--- src/hw/rtl/luhn_card_number_check_defines.svh ---
// Assertion macros used by the card number check controller.
`ifndef LUHN_CARD_NUMBER_CHECK_DEFINES_SVH
`define LUHN_CARD_NUMBER_CHECK_DEFINES_SVH

`ifndef SYNTHESIS
// Same-cycle implication, sampled on i_clk, off while i_rst_n is low.
`define LCC_ASSERT_NOW(lbl, ante, cons) \
    lbl: assert property (@(posedge i_clk) disable iff (!i_rst_n) (ante) |-> (cons)) \
        else $error("card check assertion failed");
// Next-cycle implication, sampled on i_clk, off while i_rst_n is low.
`define LCC_ASSERT_NEXT(lbl, ante, cons) \
    lbl: assert property (@(posedge i_clk) disable iff (!i_rst_n) (ante) |=> (cons)) \
        else $error("card check assertion failed");
`else
`define LCC_ASSERT_NOW(lbl, ante, cons)
`define LCC_ASSERT_NEXT(lbl, ante, cons)
`endif

`endif

--- src/hw/rtl/lcc_pkg.sv ---
// Types, constants and helper functions of the card number check.
package lcc_pkg;

    localparam int NUM_W       = 64;
    localparam int BCD_DIGITS  = 20;
    localparam int BCD_W       = 4 * BCD_DIGITS;
    localparam int BITS_PER_CYC = 4;
    localparam int CONV_STEPS  = NUM_W / BITS_PER_CYC;
    localparam int STEP_W      = $clog2(CONV_STEPS);

    localparam int STATUS_W = 3;
    localparam int SUM_W    = 8;
    localparam int COUNT_W  = 5;
    localparam int PAIR_W   = 7;

    localparam logic [STATUS_W-1:0] STATUS_SUM_FAIL   = 3'd0;
    localparam logic [STATUS_W-1:0] STATUS_BAD_LENGTH = 3'd1;
    localparam logic [STATUS_W-1:0] STATUS_PAIR_34_37 = 3'd2;
    localparam logic [STATUS_W-1:0] STATUS_PAIR_51_55 = 3'd3;
    localparam logic [STATUS_W-1:0] STATUS_LEAD_FOUR  = 3'd4;
    localparam logic [STATUS_W-1:0] STATUS_UNKNOWN    = 3'd5;

    localparam logic [COUNT_W-1:0] LEN_13 = 5'd13;
    localparam logic [COUNT_W-1:0] LEN_15 = 5'd15;
    localparam logic [COUNT_W-1:0] LEN_16 = 5'd16;

    localparam logic [PAIR_W-1:0] PAIR_34 = 7'd34;
    localparam logic [PAIR_W-1:0] PAIR_37 = 7'd37;
    localparam logic [PAIR_W-1:0] PAIR_51 = 7'd51;
    localparam logic [PAIR_W-1:0] PAIR_55 = 7'd55;
    localparam logic [3:0]        LEAD_FOUR = 4'd4;

    // Controller to datapath commands.
    typedef struct packed {
        logic load;
        logic conv;
        logic peel;
        logic emit;
    } t_dp_cmd;

    // Datapath to controller status.
    typedef struct packed {
        logic rest_zero;
    } t_dp_sts;

    // Digit sum of twice a decimal digit.
    function automatic logic [3:0] dbl_digit_sum(input logic [3:0] d);
        logic [3:0] r;
        case (d)
            4'd0:    r = 4'd0;
            4'd1:    r = 4'd2;
            4'd2:    r = 4'd4;
            4'd3:    r = 4'd6;
            4'd4:    r = 4'd8;
            4'd5:    r = 4'd1;
            4'd6:    r = 4'd3;
            4'd7:    r = 4'd5;
            4'd8:    r = 4'd7;
            4'd9:    r = 4'd9;
            default: r = 4'd0;
        endcase
        return r;
    endfunction

endpackage

--- src/hw/rtl/lcc_datapath.sv ---
// Datapath: binary to BCD conversion, digit peeling, Luhn sum and result register.
module lcc_datapath
    import lcc_pkg::*;
(
    input  logic                i_clk,
    input  t_dp_cmd             i_cmd,
    input  logic [NUM_W-1:0]    i_card_number,
    output t_dp_sts             o_sts,
    output logic [STATUS_W-1:0] o_status,
    output logic [SUM_W-1:0]    o_luhn_sum,
    output logic [COUNT_W-1:0]  o_digit_count,
    output logic [PAIR_W-1:0]   o_leading_pair
);

    logic [NUM_W-1:0]    r_bin,    n_bin;
    logic [BCD_W-1:0]    r_bcd,    n_bcd;
    logic [SUM_W-1:0]    r_sum,    n_sum;
    logic [3:0]          r_mod,    n_mod;
    logic [COUNT_W-1:0]  r_count,  n_count;
    logic [3:0]          r_top,    n_top;
    logic [3:0]          r_second, n_second;

    logic [STATUS_W-1:0] r_status;
    logic [SUM_W-1:0]    r_out_sum;
    logic [COUNT_W-1:0]  r_out_count;
    logic [PAIR_W-1:0]   r_out_pair;

    logic [BCD_W-1:0]    dab_bcd;
    logic [NUM_W-1:0]    dab_bin;
    logic [3:0]          digit;
    logic [COUNT_W-1:0]  count_inc;
    logic [3:0]          contrib;
    logic [4:0]          mod_raw;
    logic [PAIR_W-1:0]   pair;
    logic                len_ok;
    logic [STATUS_W-1:0] status;

    // Shift in four input bits, add-3 correcting each BCD digit before each shift.
    always_comb begin
        dab_bcd = r_bcd;
        dab_bin = r_bin;
        for (int s = 0; s < BITS_PER_CYC; s++) begin
            for (int k = 0; k < BCD_DIGITS; k++) begin
                if (dab_bcd[4*k +: 4] >= 4'd5) begin
                    dab_bcd[4*k +: 4] = dab_bcd[4*k +: 4] + 4'd3;
                end
            end
            dab_bcd = {dab_bcd[BCD_W-2:0], dab_bin[NUM_W-1]};
            dab_bin = {dab_bin[NUM_W-2:0], 1'b0};
        end
    end

    // Peel the lowest BCD digit.
    always_comb begin
        digit     = r_bcd[3:0];
        count_inc = r_count + 1'b1;
        contrib   = count_inc[0] ? digit : dbl_digit_sum(digit);
        mod_raw   = {1'b0, r_mod} + {1'b0, contrib};
        if (mod_raw >= 5'd10) begin
            mod_raw = mod_raw - 5'd10;
        end
    end

    always_comb begin
        n_bin    = r_bin;
        n_bcd    = r_bcd;
        n_sum    = r_sum;
        n_mod    = r_mod;
        n_count  = r_count;
        n_top    = r_top;
        n_second = r_second;
        if (i_cmd.load) begin
            n_bin    = i_card_number;
            n_bcd    = '0;
            n_sum    = '0;
            n_mod    = '0;
            n_count  = '0;
            n_top    = '0;
            n_second = '0;
        end else if (i_cmd.conv) begin
            n_bin = dab_bin;
            n_bcd = dab_bcd;
        end else if (i_cmd.peel) begin
            n_bcd    = {4'd0, r_bcd[BCD_W-1:4]};
            n_sum    = r_sum + {4'd0, contrib};
            n_mod    = mod_raw[3:0];
            n_count  = count_inc;
            n_second = r_top;
            n_top    = digit;
        end
    end

    // Classify the finished number.
    always_comb begin
        pair   = ({3'd0, r_top} << 3) + ({3'd0, r_top} << 1) + {3'd0, r_second};
        len_ok = (r_count == LEN_13) || (r_count == LEN_15) || (r_count == LEN_16);
        if (r_mod != 4'd0) begin
            status = STATUS_SUM_FAIL;
        end else if (!len_ok) begin
            status = STATUS_BAD_LENGTH;
        end else if ((pair == PAIR_34) || (pair == PAIR_37)) begin
            status = STATUS_PAIR_34_37;
        end else if ((pair >= PAIR_51) && (pair <= PAIR_55)) begin
            status = STATUS_PAIR_51_55;
        end else if (r_top == LEAD_FOUR) begin
            status = STATUS_LEAD_FOUR;
        end else begin
            status = STATUS_UNKNOWN;
        end
    end

    always_ff @(posedge i_clk) begin
        r_bin    <= n_bin;
        r_bcd    <= n_bcd;
        r_sum    <= n_sum;
        r_mod    <= n_mod;
        r_count  <= n_count;
        r_top    <= n_top;
        r_second <= n_second;
        if (i_cmd.emit) begin
            r_status    <= status;
            r_out_sum   <= r_sum;
            r_out_count <= r_count;
            r_out_pair  <= (status >= STATUS_PAIR_34_37) ? pair : '0;
        end
    end

    assign o_sts.rest_zero = (r_bcd == '0);
    assign o_status        = r_status;
    assign o_luhn_sum      = r_out_sum;
    assign o_digit_count   = r_out_count;
    assign o_leading_pair  = r_out_pair;

endmodule

--- src/hw/rtl/lcc_ctrl.sv ---
// Controller: sequences conversion and digit peeling, owns both handshakes.
`include "luhn_card_number_check_defines.svh"

module lcc_ctrl
    import lcc_pkg::*;
(
    input  logic    i_clk,
    input  logic    i_rst_n,
    input  logic    i_card_valid,
    output logic    o_card_ready,
    output logic    o_res_valid,
    input  logic    i_res_ready,
    input  t_dp_sts i_sts,
    output t_dp_cmd o_cmd
);

    typedef enum logic [3:0] {
        S_IDLE = 4'b0001,
        S_CONV = 4'b0010,
        S_PEEL = 4'b0100,
        S_FIN  = 4'b1000
    } t_state;

    localparam logic [STEP_W-1:0] LAST_STEP = STEP_W'(CONV_STEPS - 1);

    t_state            r_state, n_state;
    logic [STEP_W-1:0] r_step,  n_step;
    logic              r_out_valid, n_out_valid;
    logic              out_free;

    assign out_free = !r_out_valid || i_res_ready;

    always_comb begin
        n_state = r_state;
        n_step  = r_step;
        o_cmd   = '0;
        case (r_state)
            S_IDLE: begin
                if (i_card_valid) begin
                    o_cmd.load = 1'b1;
                    n_step     = '0;
                    n_state    = S_CONV;
                end
            end
            S_CONV: begin
                o_cmd.conv = 1'b1;
                n_step     = r_step + 1'b1;
                if (r_step == LAST_STEP) begin
                    n_state = S_PEEL;
                end
            end
            S_PEEL: begin
                if (i_sts.rest_zero) begin
                    n_state = S_FIN;
                end else begin
                    o_cmd.peel = 1'b1;
                end
            end
            S_FIN: begin
                if (out_free) begin
                    o_cmd.emit = 1'b1;
                    n_state    = S_IDLE;
                end
            end
            default: n_state = S_IDLE;
        endcase
    end

    always_comb begin
        n_out_valid = r_out_valid;
        if (o_cmd.emit) begin
            n_out_valid = 1'b1;
        end else if (i_res_ready) begin
            n_out_valid = 1'b0;
        end
    end

    always_ff @(posedge i_clk) begin
        if (!i_rst_n) begin
            r_state     <= S_IDLE;
            r_step      <= '0;
            r_out_valid <= 1'b0;
        end else begin
            r_state     <= n_state;
            r_step      <= n_step;
            r_out_valid <= n_out_valid;
        end
    end

    assign o_card_ready = (r_state == S_IDLE);
    assign o_res_valid  = r_out_valid;

    `LCC_ASSERT_NOW(a_emit_into_free, o_cmd.emit, !r_out_valid || i_res_ready)
    `LCC_ASSERT_NEXT(a_accept_starts_conv, i_card_valid && o_card_ready, r_state == S_CONV)
    `LCC_ASSERT_NOW(a_no_peel_when_empty, o_cmd.peel, !i_sts.rest_zero)
    `LCC_ASSERT_NEXT(a_conv_ends_in_peel, (r_state == S_CONV) && (r_step == LAST_STEP), r_state == S_PEEL)

endmodule

--- src/hw/rtl/luhn_card_number_check.sv ---
// Top level of the Luhn mod-10 card number check.
// One 64-bit binary card number is taken per beat on the input channel and
// one result beat comes back for it: the Luhn sum, the decimal digit count,
// the two leading digits (zero on checksum fail or bad length) and a status
// code (checksum fail, bad length, prefix 34/37, prefix 51-55, leading 4,
// unknown), checked in that order. The number is first turned into 20 BCD
// digits by a shift-and-add-3 converter that takes four input bits per
// cycle, then one digit is peeled off per cycle from the right until no
// nonzero digits remain (the number has 0 to 20 digits), then the
// controller sees that no digits remain and, once the output register is
// free, classifies the number and loads that register. The input is ready
// again in the same cycle as the loaded result first shows as valid.
// One item is in work at a time. The result sits in an output register,
// so the next input beat is taken while an earlier result still waits
// for the downstream ready. Input zero has no digits and reports bad length.
// Reset is synchronous and active low.
module luhn_card_number_check
    import lcc_pkg::*;
(
    input  logic                i_clk,
    input  logic                i_rst_n,
    // Input channel
    input  logic                i_card_valid,
    output logic                o_card_ready,
    input  logic [NUM_W-1:0]    i_card_number,
    // Result channel
    output logic                o_res_valid,
    input  logic                i_res_ready,
    output logic [STATUS_W-1:0] o_status,
    output logic [SUM_W-1:0]    o_luhn_sum,
    output logic [COUNT_W-1:0]  o_digit_count,
    output logic [PAIR_W-1:0]   o_leading_pair
);

    t_dp_cmd dp_cmd;
    t_dp_sts dp_sts;

    // Sequencer: load, convert, peel, emit.
    lcc_ctrl u_ctrl (
        .i_clk        (i_clk),
        .i_rst_n      (i_rst_n),
        .i_card_valid (i_card_valid),
        .o_card_ready (o_card_ready),
        .o_res_valid  (o_res_valid),
        .i_res_ready  (i_res_ready),
        .i_sts        (dp_sts),
        .o_cmd        (dp_cmd)
    );

    // Converter, digit accumulator and result register.
    lcc_datapath u_datapath (
        .i_clk          (i_clk),
        .i_cmd          (dp_cmd),
        .i_card_number  (i_card_number),
        .o_sts          (dp_sts),
        .o_status       (o_status),
        .o_luhn_sum     (o_luhn_sum),
        .o_digit_count  (o_digit_count),
        .o_leading_pair (o_leading_pair)
    );

endmodule

--- config.mk ---
export PLATFORM = sky130hd
export DESIGN_NAME = luhn_card_number_check
export DESIGN_NICKNAME = d
export VERILOG_FILES = /design/src/hw/rtl/lcc_pkg.sv /design/src/hw/rtl/lcc_datapath.sv /design/src/hw/rtl/lcc_ctrl.sv /design/src/hw/rtl/luhn_card_number_check.sv
export VERILOG_INCLUDE_DIRS = /design/src /design/src/hw/rtl
export SDC_FILE = /design/constraint.sdc
export NUM_CORES = 1
export LEC_CHECK = 0
export BUFFER_PORTS_ARGS = -buffer_cell sky130_fd_sc_hd__buf_2
export CORE_AREA = 2 2 265 267
export CTS_CLUSTER_DIAMETER = 150
export DETAILED_ROUTE_END_ITERATION = 8
export DIE_AREA = 0 0 267 269
export GPL_TIMING_DRIVEN = 0
export SYNTH_ARGS = -nofsm -noshare
export SYNTH_HDL_FRONTEND = slang
export SYNTH_SLANG_ARGS = --single-unit
--- constraint.sdc ---
create_clock -name i_clk -period 5.25 [get_ports i_clk]
set_input_delay 1.05 -clock i_clk [delete_from_list [all_inputs] [get_ports i_clk]]
set_output_delay 1.05 -clock i_clk [all_outputs]
set_load 0.01 [all_outputs]
======== After elaboration in Yosys (flattened, before gate mapping) ========
Memory sizes are Yosys's and may differ from the RTL's. A register that Yosys moved wholly into a read port is not among the register bits.
Cells that the tools add are included.
cells by class
  magnitude comparators ................... 84
  bitwise logic cells ..................... 1
  $add $sub $neg .......................... 87
  equality and inequality tests ........... 15
  reductions and logical operators ........ 15
  multiplexer cells ....................... 109
operator list
  kind                                                                                 number
  4-bit 2-to-1 mux                                                                     85
  4-bit by 3-bit greater-or-equal comparator with 1-bit output, second input constant  80
  4-bit by 2-bit adder with 4-bit output, second input constant                        76
  80-bit 2-to-1 mux                                                                    2
  64-bit 2-to-1 mux                                                                    2
  80-bit zero test                                                                     1
  3-bit 2-to-1 mux                                                                     8
  4-bit one-hot mux with 4 select lines                                                1
  7-bit by 6-bit == test with 1-bit output, second input constant                      2
  3-bit by 2-bit adder with 3-bit output, second input constant                        4
  5-bit by 4-bit == test with 1-bit output, second input constant                      2
  1-bit 2-to-1 mux                                                                     10
  8-bit by 4-bit adder with 8-bit output                                               1
  4-bit by 3-bit == test with 1-bit output, second input constant                      2
  4-bit == test, second input constant                                                 2
  4-bit one-hot mux with 2 select lines                                                1
  2-bit nonzero test                                                                   4
  7-bit by 4-bit adder with 7-bit output                                               1
  7-bit by 5-bit adder with 7-bit output                                               1
  7-bit by 6-bit greater-or-equal comparator with 1-bit output, second input constant  1
  7-bit by 6-bit less-or-equal comparator with 1-bit output, second input constant     1
  4-bit by 4-bit adder with 5-bit output                                               1
  5-bit by 1-bit adder with 5-bit output, second input constant                        1
  5-bit == test, second input constant                                                 1
  other kinds (15)                                                                     21
word-level totals
  memories kept ........................... 1
  register bits ........................... 201
  output and inout bits ................... 25
  ROM bits ................................ 64
  word-level logic and storage cells ...... 326
memories
  memory            words  width  rd ports  clocked after memory_dff  wr ports  line           RTL
  (name not given)  16     4      1         1                         0         lcc_pkg.sv:49  case (d)

======== Depth between registers and ports, before layout ========
Gate-level depths: netlist of run 1.
  depth after elaboration ................. 11
  depth in mapped cells ................... 25
  mapped depth without buffers ............ 25

======== Cells and area by module ========
From an unflattened synthesis of run 1, not the netlist that was laid out.
second synthesis, totals
  cell total of the unflattened synthesis .. 2054
  area, all modules ....................... 18382.6 µm²
modules (own cells, without submodules)
  module        cells an instance  sequential area each (µm²)  times used  area each (µm²)
  lcc_datapath  1991               4794.6                      1           17834.6
  lcc_ctrl      63                 180.2                       1           548.0

======== Worst setup path after synthesis of run 1 ========
OpenSTA, ideal clock, no wires.
  kind .................................... reg2reg
  start point ............................. register u_datapath.r_bcd[1]
  end point ............................... register (tool-made name)
  period minus slack after synthesis ...... 4.531 ns
  library setup time ...................... 0.133 ns
  path slack .............................. 0.719 ns
  arrival time ............................ 4.397 ns
  data required time ...................... 5.117 ns
  path buffers ............................ 0
  stages on the path, launching flop included .. 24
  cells stage by stage .................... dfxtp_1 -> inv_1 -> ha_1 -> and2b_1 -> a2bb2oi_1 -> nand2_1 -> ha_1 -> nand2b_1 -> a31oi_1 -> o211a_1 -> xnor2_1 -> ha_1 -> nand2b_1 -> nand3_1 -> mux2i_1 -> nand2b_1 -> xnor2_1 -> ha_1 -> nor2b_1 -> o21ai_1 -> xnor2_1 -> a221oi_4 -> mux2i_1 -> a211oi_2
RTL lines
  what                      line                 RTL
  start: declaration        lcc_datapath.sv:16   logic [BCD_W-1:0] r_bcd, n_bcd;
  start signal: assignment  lcc_datapath.sv:114  r_bcd <= n_bcd;

==> results of run 1 <==
critical path, stage by stage (launching register included):
cell and delay [ns]:
dfxtp_4 0.41, inv_1 0.08, ha_2 0.23, and2b_2 0.25, o21ai_2 0.18, nand2_2 0.11, ha_1 0.18, nand2b_1 0.19
a31oi_1 0.19, o211a_1 0.21, xnor2_1 0.19, ha_1 0.20, nand2b_1 0.18, nand3_1 0.11, mux2i_2 0.24, nand2b_4 0.19
xnor2_2 0.14, ha_2 0.23, nor2b_1 0.16, o21ai_1 0.12, xnor2_1 0.19, a221oi_4 0.43, mux2i_1 0.26, a211oi_2 0.06
state kept, by name, indices dropped and copies added, names as in the netlist, named ones only:
signal / cells
u_ctrl.r_state: 4
u_datapath.o_digit_count: 5
u_datapath.o_status: 3
u_datapath.o_luhn_sum: 8
u_datapath.o_leading_pair: 7
u_datapath.r_mod: 4
u_datapath.r_bcd: 80
u_datapath.r_second: 4
u_datapath.r_bin: 64
u_ctrl.o_res_valid: 1
u_ctrl.r_step: 4
u_datapath.r_top: 4
u_datapath.r_sum: 8
u_datapath.r_count: 5
metrics by stage:
stage / power [mW] / setup WS, ns / util (%) / std cells
after global placement: 2.557 / 0.01007 / 27.12 / 3040
after floorplan: 2.373 / 0.7194 / - / 2008
after CTS: 4.149 / 0.1130 / 28.27 / 3088
after detailed placement: 2.568 / 0.01901 / 27.20 / 3042
final: 4.136 / 0.3529 / 28.40 / 3093
after global routing: 4.340 / 0.001973 / 28.40 / 3093
cell type report:
type	instances	area (um2)	area share (%)
Clock inverter	17	96.34	0.4894
Antenna cell	2	5.005	0.02543
Timing Repair Buffer	97	530.5	2.695
Inverter	189	710.7	3.610
Sequential cell	205	4985	25.32
Multi-Input combinational cell	1550	11290	57.34
Clock buffer	29	640.6	3.255
Buffer	64	252.7	1.284
Tap cell	940	1176	5.975
how the worst min path moves through the flow:
stage,startpoint,to
floorplan,u_datapath.r_sum[7]$_SDFFE_PP0P_,u_datapath.o_luhn_sum[7]$_DFFE_PP_
global placement,u_datapath.r_sum[7]$_SDFFE_PP0P_,u_datapath.o_luhn_sum[7]$_DFFE_PP_
detailed placement,u_datapath.r_sum[7]$_SDFFE_PP0P_,u_datapath.o_luhn_sum[7]$_DFFE_PP_
CTS,u_datapath.r_sum[7]$_SDFFE_PP0P_,u_datapath.o_luhn_sum[7]$_DFFE_PP_
global route,u_datapath.r_sum[7]$_SDFFE_PP0P_,u_datapath.o_luhn_sum[7]$_DFFE_PP_
finish,u_datapath.r_sum[7]$_SDFFE_PP0P_,u_datapath.o_luhn_sum[7]$_DFFE_PP_
repair_timing:
action                                  in CTS  in global routing
pin swaps                                    0                  2
endpoints found under the setup margin       1                 14
setup buffers                                0                  3
resized for setup                            2                 18
power breakdown:
group	switching, mW	total [mW]	leakage [nW]	internal (mW)
clock	0.702	1.58	0.355	0.877
combinational	0.452	0.747	6.01	0.295
sequential	0.0385	1.81	1.80	1.77
total	1.19	4.14	8.16	2.94
placed cells by master (no fill, tap or decap), types with 4 or more instances in the layout:
cell,instances
nand2_1,253
ha_1,198
inv_1,185
a21oi_1,145
mux2i_1,140
dfxtp_1,114
nor2_1,102
buf_2,95
edfxtp_1,87
xnor2_1,81
nand2b_1,75
a22oi_1,74
clkbuf_1,61
o21ai_0,61
nor2b_1,52
mux2_2,49
o22ai_1,49
nor3b_1,36
o21a_1,25
clkbuf_16,25
o21ai_1,14
nand3_1,12
nor3_1,12
and2_1,11
a211oi_1,10
a21o_1,10
xor2_1,10
nor4_1,10
o211ai_1,9
nand4_1,9
a21boi_0,7
clkinv_2,6
clkinv_1,6
and3_1,5
o21bai_1,5
a31oi_1,5
or3_1,5
a21boi_1,4
fa_1,4
metal layers:
layer | up-vias | share of wire (%)
met5 | - | 0
met2 | 189 | 47
met4 | 0 | 1.5
met3 | 40 | 2.9
li1 | 7270 | -
met1 | 6578 | 48
cell families after synthesis:
family | after synthesis
buffers and inverters | 253
flip-flops | 205
adder cells (fa/ha/maj) | 204
AO/OA/AOI/OAI | 454
AND/OR/NAND/NOR | 608
XOR/XNOR | 94
multiplexers | 190
==> qor.csv, run 1 <==
metric;value;unit
status;complete, no violations;
drc_errors;0;
synth.distinct_cells;77;
clock_skew;0.02528;ns
place_area;0.01885;mm2
path_class;flip-flop to flip-flop;
routed_wl;41190;um
synth_area;0.01716;mm2
critPathArrivalTime;5.29;ns
hpwl;31820;um
start_util;24.76;%
synthMostInstantiatedCell;nand2_1;
vias_per_cell;4.551;
fin_area;0.01968;mm2
synthTopCellsByCount;254 x nand2_1, 200 x ha_1, 186 x inv_1, 145 x a21oi_1, 141 x mux2i_1;
gp_congestion;0.8274;
pin_count;93;
period_minus_slack;4.897;ns
reg2reg_from;u_datapath.r_bcd[0]$_SDFFE_PP0N_;
required;5.64;ns
num-nets-final;2404;
finalCritPeriodShare;93.28;%
met1_usage;15.28;%
total_leakage_power;8.165;nW
clock.fmax;204.2;MHz
top_usage_layer;met2;
rsz0062_at_grt;false;
hold_ws;0.4550;ns
synth-async-reset-ratio;0;%
grt_usage;11.33;%
syn_avg_cell_area;8.545;um2
startpoint;u_datapath.r_bcd[0]$_SDFFE_PP0N_;
synth_mux_area_share;11.44;%
r2r_cells;23;
ys_seq_area_share;28.99;%
synthToLayoutAreaGrowth;14.72;%
cts_tree;yes;
ir_worst_vdd;0.1947;mV
synth.area.top_cells;edfxtp_1 15%, ha_1 15%, dfxtp_1 14%;
grt_pass1_vias;13389;
grt_max_degree;36;
wl_per_cell;13.32;um
dr.pass1.iters;5;
use_met2;19.73;%
ys_warn_count;0;
synthCells;2008;
synth_top_area_share;15.23;%
start_kind;flip-flop;
final-hold-violation-count;0;
fp.coreArea;0.06930;mm2
dieWidth;267;um
cts_buffer_depth;3;
gr-total-overflow;0;
grt_pass1_wl;67760;um
hold_class;flip-flop to flip-flop;
synth-edff-count;87;
tightest_slew;0.8920;ns
layout-drive-gt1-share;10.46;%
met3_usage;1.032;%
cap_violations;0;
synth_ff_type;dfxtp_1;
finalSetupViolations;0;
synth_xor_area_share;4.798;%
cts_sinks;205;
power_density;210.1;mW/mm2
clk_root_buffer_cell;clkbuf_16;
synth_top_family_by_area;simple AND/OR/NAND/NOR gates;
std_cell_rows;97;
cts.clk_slew.worst_paths;0.06;ns
postCtsHoldBufs;0;
antenna_found_initial;2;
final-max-slew-violation-count;0;
n_fill_cell;7421;
holdPathStages;0;
fp.dieArea;0.07182;mm2
htreeDepth;1;
drt_iter0_drc;739;
drtAntennaViolNets;0;
tns;0;ns
numCtsBuffers;25;
end_kind;flip-flop;
worstSkewPairLatency;0.54;ns
ys_ff_latch;205;
synth_fa_ha_area_share;15.05;%
vias;14077;
max-slew-margin-rel;40.38;%
synth_top_cell_by_area;edfxtp_1;
critPathMaxFanout;8;
io_buffer_count;92;
synth_nets;2280;
synth-simple-area-share;17.44;%
die_h;269;um
rrSetupSlack;0.35;ns
synth_compound_area_share;16.66;%
Power figures use the tool's default switching activity.
==> run 2: changes to the inputs <==
--- a/config.mk
+++ b/config.mk
@@ -7,11 +7,15 @@
 export NUM_CORES = 1
 export LEC_CHECK = 0
 export BUFFER_PORTS_ARGS = -buffer_cell sky130_fd_sc_hd__buf_2
+export CELL_PAD_IN_SITES_DETAIL_PLACEMENT = 0
+export CELL_PAD_IN_SITES_GLOBAL_PLACEMENT = 1
 export CORE_AREA = 2 2 265 267
 export CTS_CLUSTER_DIAMETER = 150
+export CTS_CLUSTER_SIZE = 16
 export DETAILED_ROUTE_END_ITERATION = 8
 export DIE_AREA = 0 0 267 269
 export GPL_TIMING_DRIVEN = 0
+export PLACE_DENSITY_LB_ADDON = 0.1
 export SYNTH_ARGS = -nofsm -noshare
 export SYNTH_HDL_FRONTEND = slang
 export SYNTH_SLANG_ARGS = --single-unit
==> run 2 against run 1 <==
Worst hold slack gained 0.017 ns. Power shrank 7.3%. Global-route usage grew 2.5 points. Sequential power is essentially flat. Wire length grew 22%. Combinational power grew 6.8%. Design area shrank 0.65%. Sequential share of layout area grew 0.18 points. Clock skew shrank 0.012 ns. Die area is the same.
==> qor.csv, run 2 (synthesized netlist as in run 1, its figures left out) <==
metric;value;unit;change
final_common_cell;nand2_1;;
ir_worst_vdd;0.1954;mV;+0.39%
critPathBufInv;3;;+2
fp.dieArea;0.07182;mm2;unchanged
hold_class;flip-flop to flip-flop;;
seq_area;0.004987;mm2;about the same
hpwl;39430;um;+24%
place_inst;3043;;+0.033%
power.total;3.836;mW;-7.3%
utilization;28.22;%;-0.18 points
met3_usage;1.233;%;+0.20 points
antenna_cells_inserted;0;;-2
cts_sinks;205;;unchanged
io_buffer_count;92;;unchanged
largest_register_ffs;80;;unchanged
vias_per_cell;4.593;;+0.91%
cts_buffer_depth;3;;unchanged
grt_pass1_wl;78780;um;+16%
cts_tree;yes;;
clock.fmax;206.9;MHz;+1.3%
start_util;24.76;%;unchanged
routed_wl;50130;um;+22%
synthToLayoutAreaGrowth;13.98;%;
worstSkewPairLatency;0.51;ns;-0.03 ns
std_cell_rows;97;;unchanged
status;complete, no violations;;
start_kind;flip-flop;;
crit_cells;24;;+4.3%
dr.pass1.iters;5;;unchanged
met1_usage;19.23;%;+4.0 points
drtAntennaViolNets;0;;unchanged
gr-total-overflow;0;;unchanged
finalCritPeriodShare;92.05;%;-1.2 points
clock_skew;0.01314;ns;-0.01214 ns
n_fill_cell;7450;;+0.39%
total_leakage_power;8.116;nW;-0.60%
drc_errors;0;;unchanged
num-nets-final;2401;;-0.12%
rrSetupSlack;0.42;ns;+0.06 ns
clk_root_buffer_cell;clkbuf_16;;
cp_common_cell;ha_1;;
r2r_cells;24;;+4.3%
tightest_slew;0.9332;ns;+0.04116 ns
gp_congestion;0.7536;;-8.9%
cap_violations;0;;unchanged
cp_top_family;simple AND/OR/NAND/NOR gates;;
htreeDepth;1;;unchanged
fp.coreArea;0.06930;mm2;unchanged
critPathArrivalTime;5.22;ns;-0.07 ns
top_regs;u_datapath.r_bcd (80), u_datapath.r_bin (64);;
layoutNonFillerInstCount;3076;;-0.55%
top_register;u_datapath.r_bcd;;
end_kind;flip-flop;;
layout_common_cells;254 x nand2_1, 198 x ha_1, 185 x inv_1;;
power_density;196.2;mW/mm2;-6.7%
required;5.63;ns;about the same
timing.final.ws_setup;0.4172;ns;+0.06434 ns
use_met2;23.85;%;+4.1 points
critPathMaxFanout;5;;-3
vias;14127;;+0.36%
numCtsBuffers;16;;-36%
path_cells;inv_1 > ha_1 > nand2b_1 > nor3b_1 > a21oi_2 > ha_1 > nor2b_1 > a211o_1 > and2_1 > xnor2_2 > inv_1 > ha_1 > nor2b_1 > a211oi_1 > or3b_1 > o221ai_1 > o31a_1 > inv_1 > ha_1 > nand2b_1 > a21oi_1 > nand2_1 > o21ai_0 > o22ai_1;;
pre_cts_ws;-0.1404;ns;-0.1594 ns
cts.clk_slew.worst_paths;0.08;ns;+0.02 ns
pin_count;93;;unchanged
grt_usage;13.84;%;+2.5 points
top_usage_layer;met2;;
grt_max_degree;65;;+81%
max-slew-margin-rel;37.79;%;-2.6 points
multi_input_area;0.01140;mm2;+1.0%
wl_per_cell;16.30;um;+22%
antenna_found_initial;0;;-2
holdPathStages;0;;unchanged
slowest_stage;or3b_1;;
finalSetupViolations;0;;unchanged
layout-drive-gt1-share;10.67;%;+0.21 points
final-max-slew-violation-count;0;;unchanged
hold_ws;0.4724;ns;+0.01738 ns
path_class;flip-flop to flip-flop;;
final-hold-violation-count;0;;unchanged
period_minus_slack;4.833;ns;-0.06434 ns
drt_iter0_drc;631;;-15%
dieWidth;267;um;unchanged
grt_pass1_vias;13997;;+4.5%
die_h;269;um;unchanged
cpPeakStageDelay;0.49;ns;+0.06 ns
[run 2: changes by cell type in the layout (fill, tap and decap cells not counted), moves of 3 or more]
cell / delta
clkinv_2: -4
clkinvlp_4: -3
clkbuf_1: +3
clkbuf_16: -8
xnor2_2: +8
mux2i_1: -3
clkinv_1: -6
buf_4: +6
xnor2_1: -8
[run 2: where the power goes]
part / total, mW / internal, mW / switching (mW)
Clock: 1.23 / 0.598 / 0.633
Sequential: 1.81 / 1.77 / 0.0388
Combinational: 0.798 / 0.310 / 0.488
Total: 3.84 / 2.68 / 1.16
[run 2: final cells by class]
cell class	count	share of cell area, %
inverters	189	3.647
multi-input cells	1550	58.29
clock inverters	1	0.02559
repair buffers	103	2.917
well taps	940	6.014
flip-flops and latches	205	25.50
plain buffers	64	1.292
clock buffers	24	2.310
[run 2: final timing paths]
| kind | start | end |
|---|---|---|
| worst max register to register | u_datapath.r_bcd[57]$_SDFFE_PP0N_ | u_datapath.r_bcd[66]$_SDFFE_PP0N_ |
| worst min-delay path | u_datapath.r_sum[7]$_SDFFE_PP0P_ | u_datapath.o_luhn_sum[7]$_DFFE_PP_ |
| worst min register to register | u_datapath.r_sum[7]$_SDFFE_PP0P_ | u_datapath.o_luhn_sum[7]$_DFFE_PP_ |
| worst max-delay path | u_datapath.r_bcd[57]$_SDFFE_PP0N_ | u_datapath.r_bcd[66]$_SDFFE_PP0N_ |
[run 2: per-stage QoR]
stage	area, um2	setup TNS, ns
global placement	18790	-0.1123
global route	19560	-0.003616
finish	19560	0
floorplan	17160	0
detailed placement	18860	-0.2072
CTS	19330	0
[run 2: metal layers]
layer	vias up	routed length [um]
met2	126	23470
met5	-	0
li1	7235	-
met1	6738	25080
met4	0	552
met3	28	1033
[run 2: what timing repair did]
action,in CTS,in global routing
endpoints found under the setup margin,3,23
resized for setup,4,35
pin swaps,1,4
hold buffers,0,0
hold endpoints to repair,0,0
setup buffers,1,7
[run 2: worst register-to-register path, delay by kind of cell (launching register included)]
kind	cells	cell delay [ns]
and+or+nand+nor	8	1.62
AOI/OAI and AO/OA	8	1.32
adders and majority gates	4	0.85
DFF	1	0.43
buffers and inverters	3	0.30
xor gates and xnor gates	1	0.20
==> run 3: changes to the inputs <==
--- a/config.mk
+++ b/config.mk
@@ -6,14 +6,15 @@
 export SDC_FILE = /design/constraint.sdc
 export NUM_CORES = 1
 export LEC_CHECK = 0
+export ABC_AREA = 1
 export BUFFER_PORTS_ARGS = -buffer_cell sky130_fd_sc_hd__buf_2
 export CELL_PAD_IN_SITES_DETAIL_PLACEMENT = 0
 export CELL_PAD_IN_SITES_GLOBAL_PLACEMENT = 1
-export CORE_AREA = 2 2 265 267
+export CORE_AREA = 2 2 273 275
 export CTS_CLUSTER_DIAMETER = 150
 export CTS_CLUSTER_SIZE = 16
 export DETAILED_ROUTE_END_ITERATION = 8
-export DIE_AREA = 0 0 267 269
+export DIE_AREA = 0 0 275 277
 export GPL_TIMING_DRIVEN = 0
 export PLACE_DENSITY_LB_ADDON = 0.1
 export SYNTH_ARGS = -nofsm -noshare
==> run 3 against run 2 <==
Clock power hardly changed. Sequential share of layout area shrank 0.97 points. Synthesized cell count up 31%. Register-to-register slack better by 0.32 ns. Largest cell class unchanged. Wire length up 11%. Core utilization fell by 0.66 points. Worst hold slack got worse by 0.030 ns. Worst setup slack better by 0.32 ns. Non-clock buffer count shrank 19. Highest routed layer unchanged. Design area rose by 3.7%. Sequential power grew 9%. Via count up 17%.
==> qor.csv, run 3 <==
metric;value;unit;change
layout-drive-gt1-share;10.85;%;+0.17 points
largest_register_ffs;80;;unchanged
synthTopCellsByCount;740 x nand2_1, 409 x inv_1, 200 x ha_1, 188 x nand3_1, 131 x nor2_1;;
pin_count;93;;unchanged
top_register;u_datapath.r_bcd;;
synthMostInstantiatedCell;nand2_1;;
ys_ff_latch;205;;unchanged
critPathMaxFanout;6;;+1
power_density;221.1;mW/mm2;+13%
max-slew-margin-rel;18.59;%;-19 points
final-hold-violation-count;0;;unchanged
critPathArrivalTime;4.89;ns;-0.33 ns
cts_resized;0;;-4
place_area;0.01982;mm2;+5.1%
path_class;flip-flop to flip-flop;;
io_buffer_count;92;;unchanged
synth.area.top_cells;nand2_1 15%, edfxtp_1 14%, ha_1 14%;;
cts_tree;yes;;
start_kind;flip-flop;;
cpPeakStageDelay;0.37;ns;-0.12 ns
synth_ff_type;dfxtp_1;;
synth-async-reset-ratio;0;%;unchanged
cts_sinks;205;;unchanged
wl_per_cell;14.99;um;-8.0%
clock.fmax;221.7;MHz;+7.1%
total_leakage_power;10.37;nW;+28%
vias_per_cell;4.444;;-3.2%
routed_wl;55860;um;+11%
synthCells;2638;;+31%
final_common_cell;nand2_1;;
synth_top_cell_by_area;nand2_1;;
antenna_cells_inserted;0;;unchanged
grt_max_degree;67;;+3.1%
grt_usage;14.57;%;+0.73 points
required;5.62;ns;about the same
start_util;24.63;%;-0.13 points
postCtsHoldBufs;0;;unchanged
synth_area;0.01812;mm2;+5.6%
power.total;4.483;mW;+17%
rr_endpoint;u_datapath.r_bcd[58]$_SDFFE_PP0N_;;
grt_pass1_vias;15989;;+14%
holdPathStages;0;;unchanged
htreeDepth;1;;unchanged
status;complete, no violations;;
grt_pass1_wl;88140;um;+12%
cap_violations;0;;unchanged
synth_top_area_share;15.33;%;+0.10 points
drtAntennaViolNets;0;;unchanged
final-max-slew-violation-count;0;;unchanged
die_h;277;um;+3.0%
cts_buffer_depth;3;;unchanged
tightest_slew;1.221;ns;+0.2880 ns
layout_common_cells;739 x nand2_1, 409 x inv_1, 200 x ha_1;;
std_cell_rows;100;;+3.1%
ys_seq_area_share;27.45;%;-1.5 points
critPathCapture;u_datapath.r_bcd[58]$_SDFFE_PP0N_;;
startpoint;u_datapath.r_bcd[57]$_SDFFE_PP0N_;;
slowest_stage;xor2_1;;
synth_nets;2910;;+28%
drt_iter0_drc;747;;+18%
drc_errors;0;;unchanged
fin_area;0.02028;mm2;+3.7%
ir_worst_vdd;0.1894;mV;-3.1%
synth.distinct_cells;55;;-29%
rrSetupSlack;0.74;ns;+0.32 ns
rsz0062_at_grt;false;;
gp_congestion;0.7650;;+1.5%
synth-edff-count;87;;unchanged
syn_avg_cell_area;6.869;um2;-20%
cts.clk_slew.worst_paths;0.08;ns;about the same
dr.pass1.iters;5;;unchanged
clock_skew;0.01552;ns;+0.002374 ns
top_regs;u_datapath.r_bcd (80), u_datapath.r_bin (64);;
clk_root_buffer_cell;clkbuf_16;;
dieWidth;275;um;+3.0%
num-nets-final;3022;;+26%
finalCritPeriodShare;85.93;%;-6.1 points
end_kind;flip-flop;;
n_fill_cell;8166;;+9.6%
finalSetupViolations;0;;unchanged
hpwl;44450;um;+13%
ys_warn_count;0;;unchanged
fp.dieArea;0.07618;mm2;+6.1%
postCtsSetupBuffers;0;;-1
fp.coreArea;0.07357;mm2;+6.2%
tns;0;ns;unchanged
cp_common_cell;nand2_1;;
r2r_cells;27;;+13%
hold_class;flip-flop to flip-flop;;
synthToLayoutAreaGrowth;11.92;%;
worstSkewPairLatency;0.52;ns;about the same
antenna_found_initial;0;;unchanged
vias;16557;;+17%
gr-total-overflow;0;;unchanged
numCtsBuffers;16;;unchanged
period_minus_slack;4.511;ns;-0.3215 ns
reg2reg_from;u_datapath.r_bcd[57]$_SDFFE_PP0N_;;
## run 3: where the power goes
part           total (mW)  internal, mW  leakage [nW]  switching [mW]
clock network        1.23         0.597         0.222           0.635
logic                1.28         0.377          8.37           0.898
registers            1.98          1.92          1.78          0.0597
total                4.48          2.89          10.4            1.59
## run 3: cell type report
type,instances,area [um2],share of cell area (%)
clock inverters,1,5.005,0.02468
well taps,969,1212,5.979
flip-flops and latches,205,4975,24.53
clock buffers,24,451.7,2.227
repair buffers,94,475.5,2.345
multi-input cells,1932,11220,55.32
inverters,447,1680,8.286
plain buffers,54,261.5,1.289
## run 3: worst min-delay path by stage
stage,from,to,slack [ns]
CTS,u_datapath.r_sum[7]$_SDFFE_PP0P_,u_datapath.o_luhn_sum[7]$_DFFE_PP_,0.45
global route,u_datapath.r_sum[7]$_SDFFE_PP0P_,u_datapath.o_luhn_sum[7]$_DFFE_PP_,0.48
detailed placement,u_datapath.r_sum[7]$_SDFFE_PP0P_,u_datapath.o_luhn_sum[7]$_DFFE_PP_,0.43
global placement,u_datapath.r_sum[7]$_SDFFE_PP0P_,u_datapath.o_luhn_sum[7]$_DFFE_PP_,0.43
floorplan,u_datapath.r_sum[7]$_SDFFE_PP0P_,u_datapath.o_luhn_sum[7]$_DFFE_PP_,0.41
finish,u_datapath.r_sum[7]$_SDFFE_PP0P_,u_datapath.o_luhn_sum[7]$_DFFE_PP_,0.44
## run 3: layer usage
metal  vias to the layer above  share of wire (%)  track usage (%)  routed length, um
met4                         0                1.8            2.620                999
met3                        41                2.3            1.353               1300
met2                       165                 48            25.18              26670
li1                       8756                  -                -                  -
met1                      7595                 48            19.74              26890
met5                         -                  0                0                  0
## run 3: per-stage QoR
stage | instances | setup slack (ns) | hold WS (ns) | util [%]
final | 3726 | 0.7387 | 0.4422 | 27.56
after detailed placement | 3701 | 0.7895 | 0.4267 | 26.94
after global routing | 3726 | 0.2625 | 0.4807 | 27.56
after global placement | 3699 | 0.2777 | 0.4316 | 26.90
after CTS | 3726 | 0.7565 | 0.4453 | 27.56
after floorplan | 2638 | 1.423 | 0.4082 | -
## run 3: kinds of logic after synthesis
logic type	synth area share (%)
and+or+nand+nor	30.00
AOI/OAI and AO/OA	14.23
DFF	27.45
buffers and inverters	10.71
adders and majority gates	14.25
xor gates and xnor gates	3.356
## run 3: critical path, delay by kind of cell (launching register included)
family	cells	cell delay (ns)
AND/OR/NAND/NOR	12	1.26
XOR/XNOR	3	1.02
adder cells (fa/ha/maj)	4	0.89
AO/OA/AOI/OAI	3	0.53
buffers and inverters	5	0.36
flip-flops	1	0.32
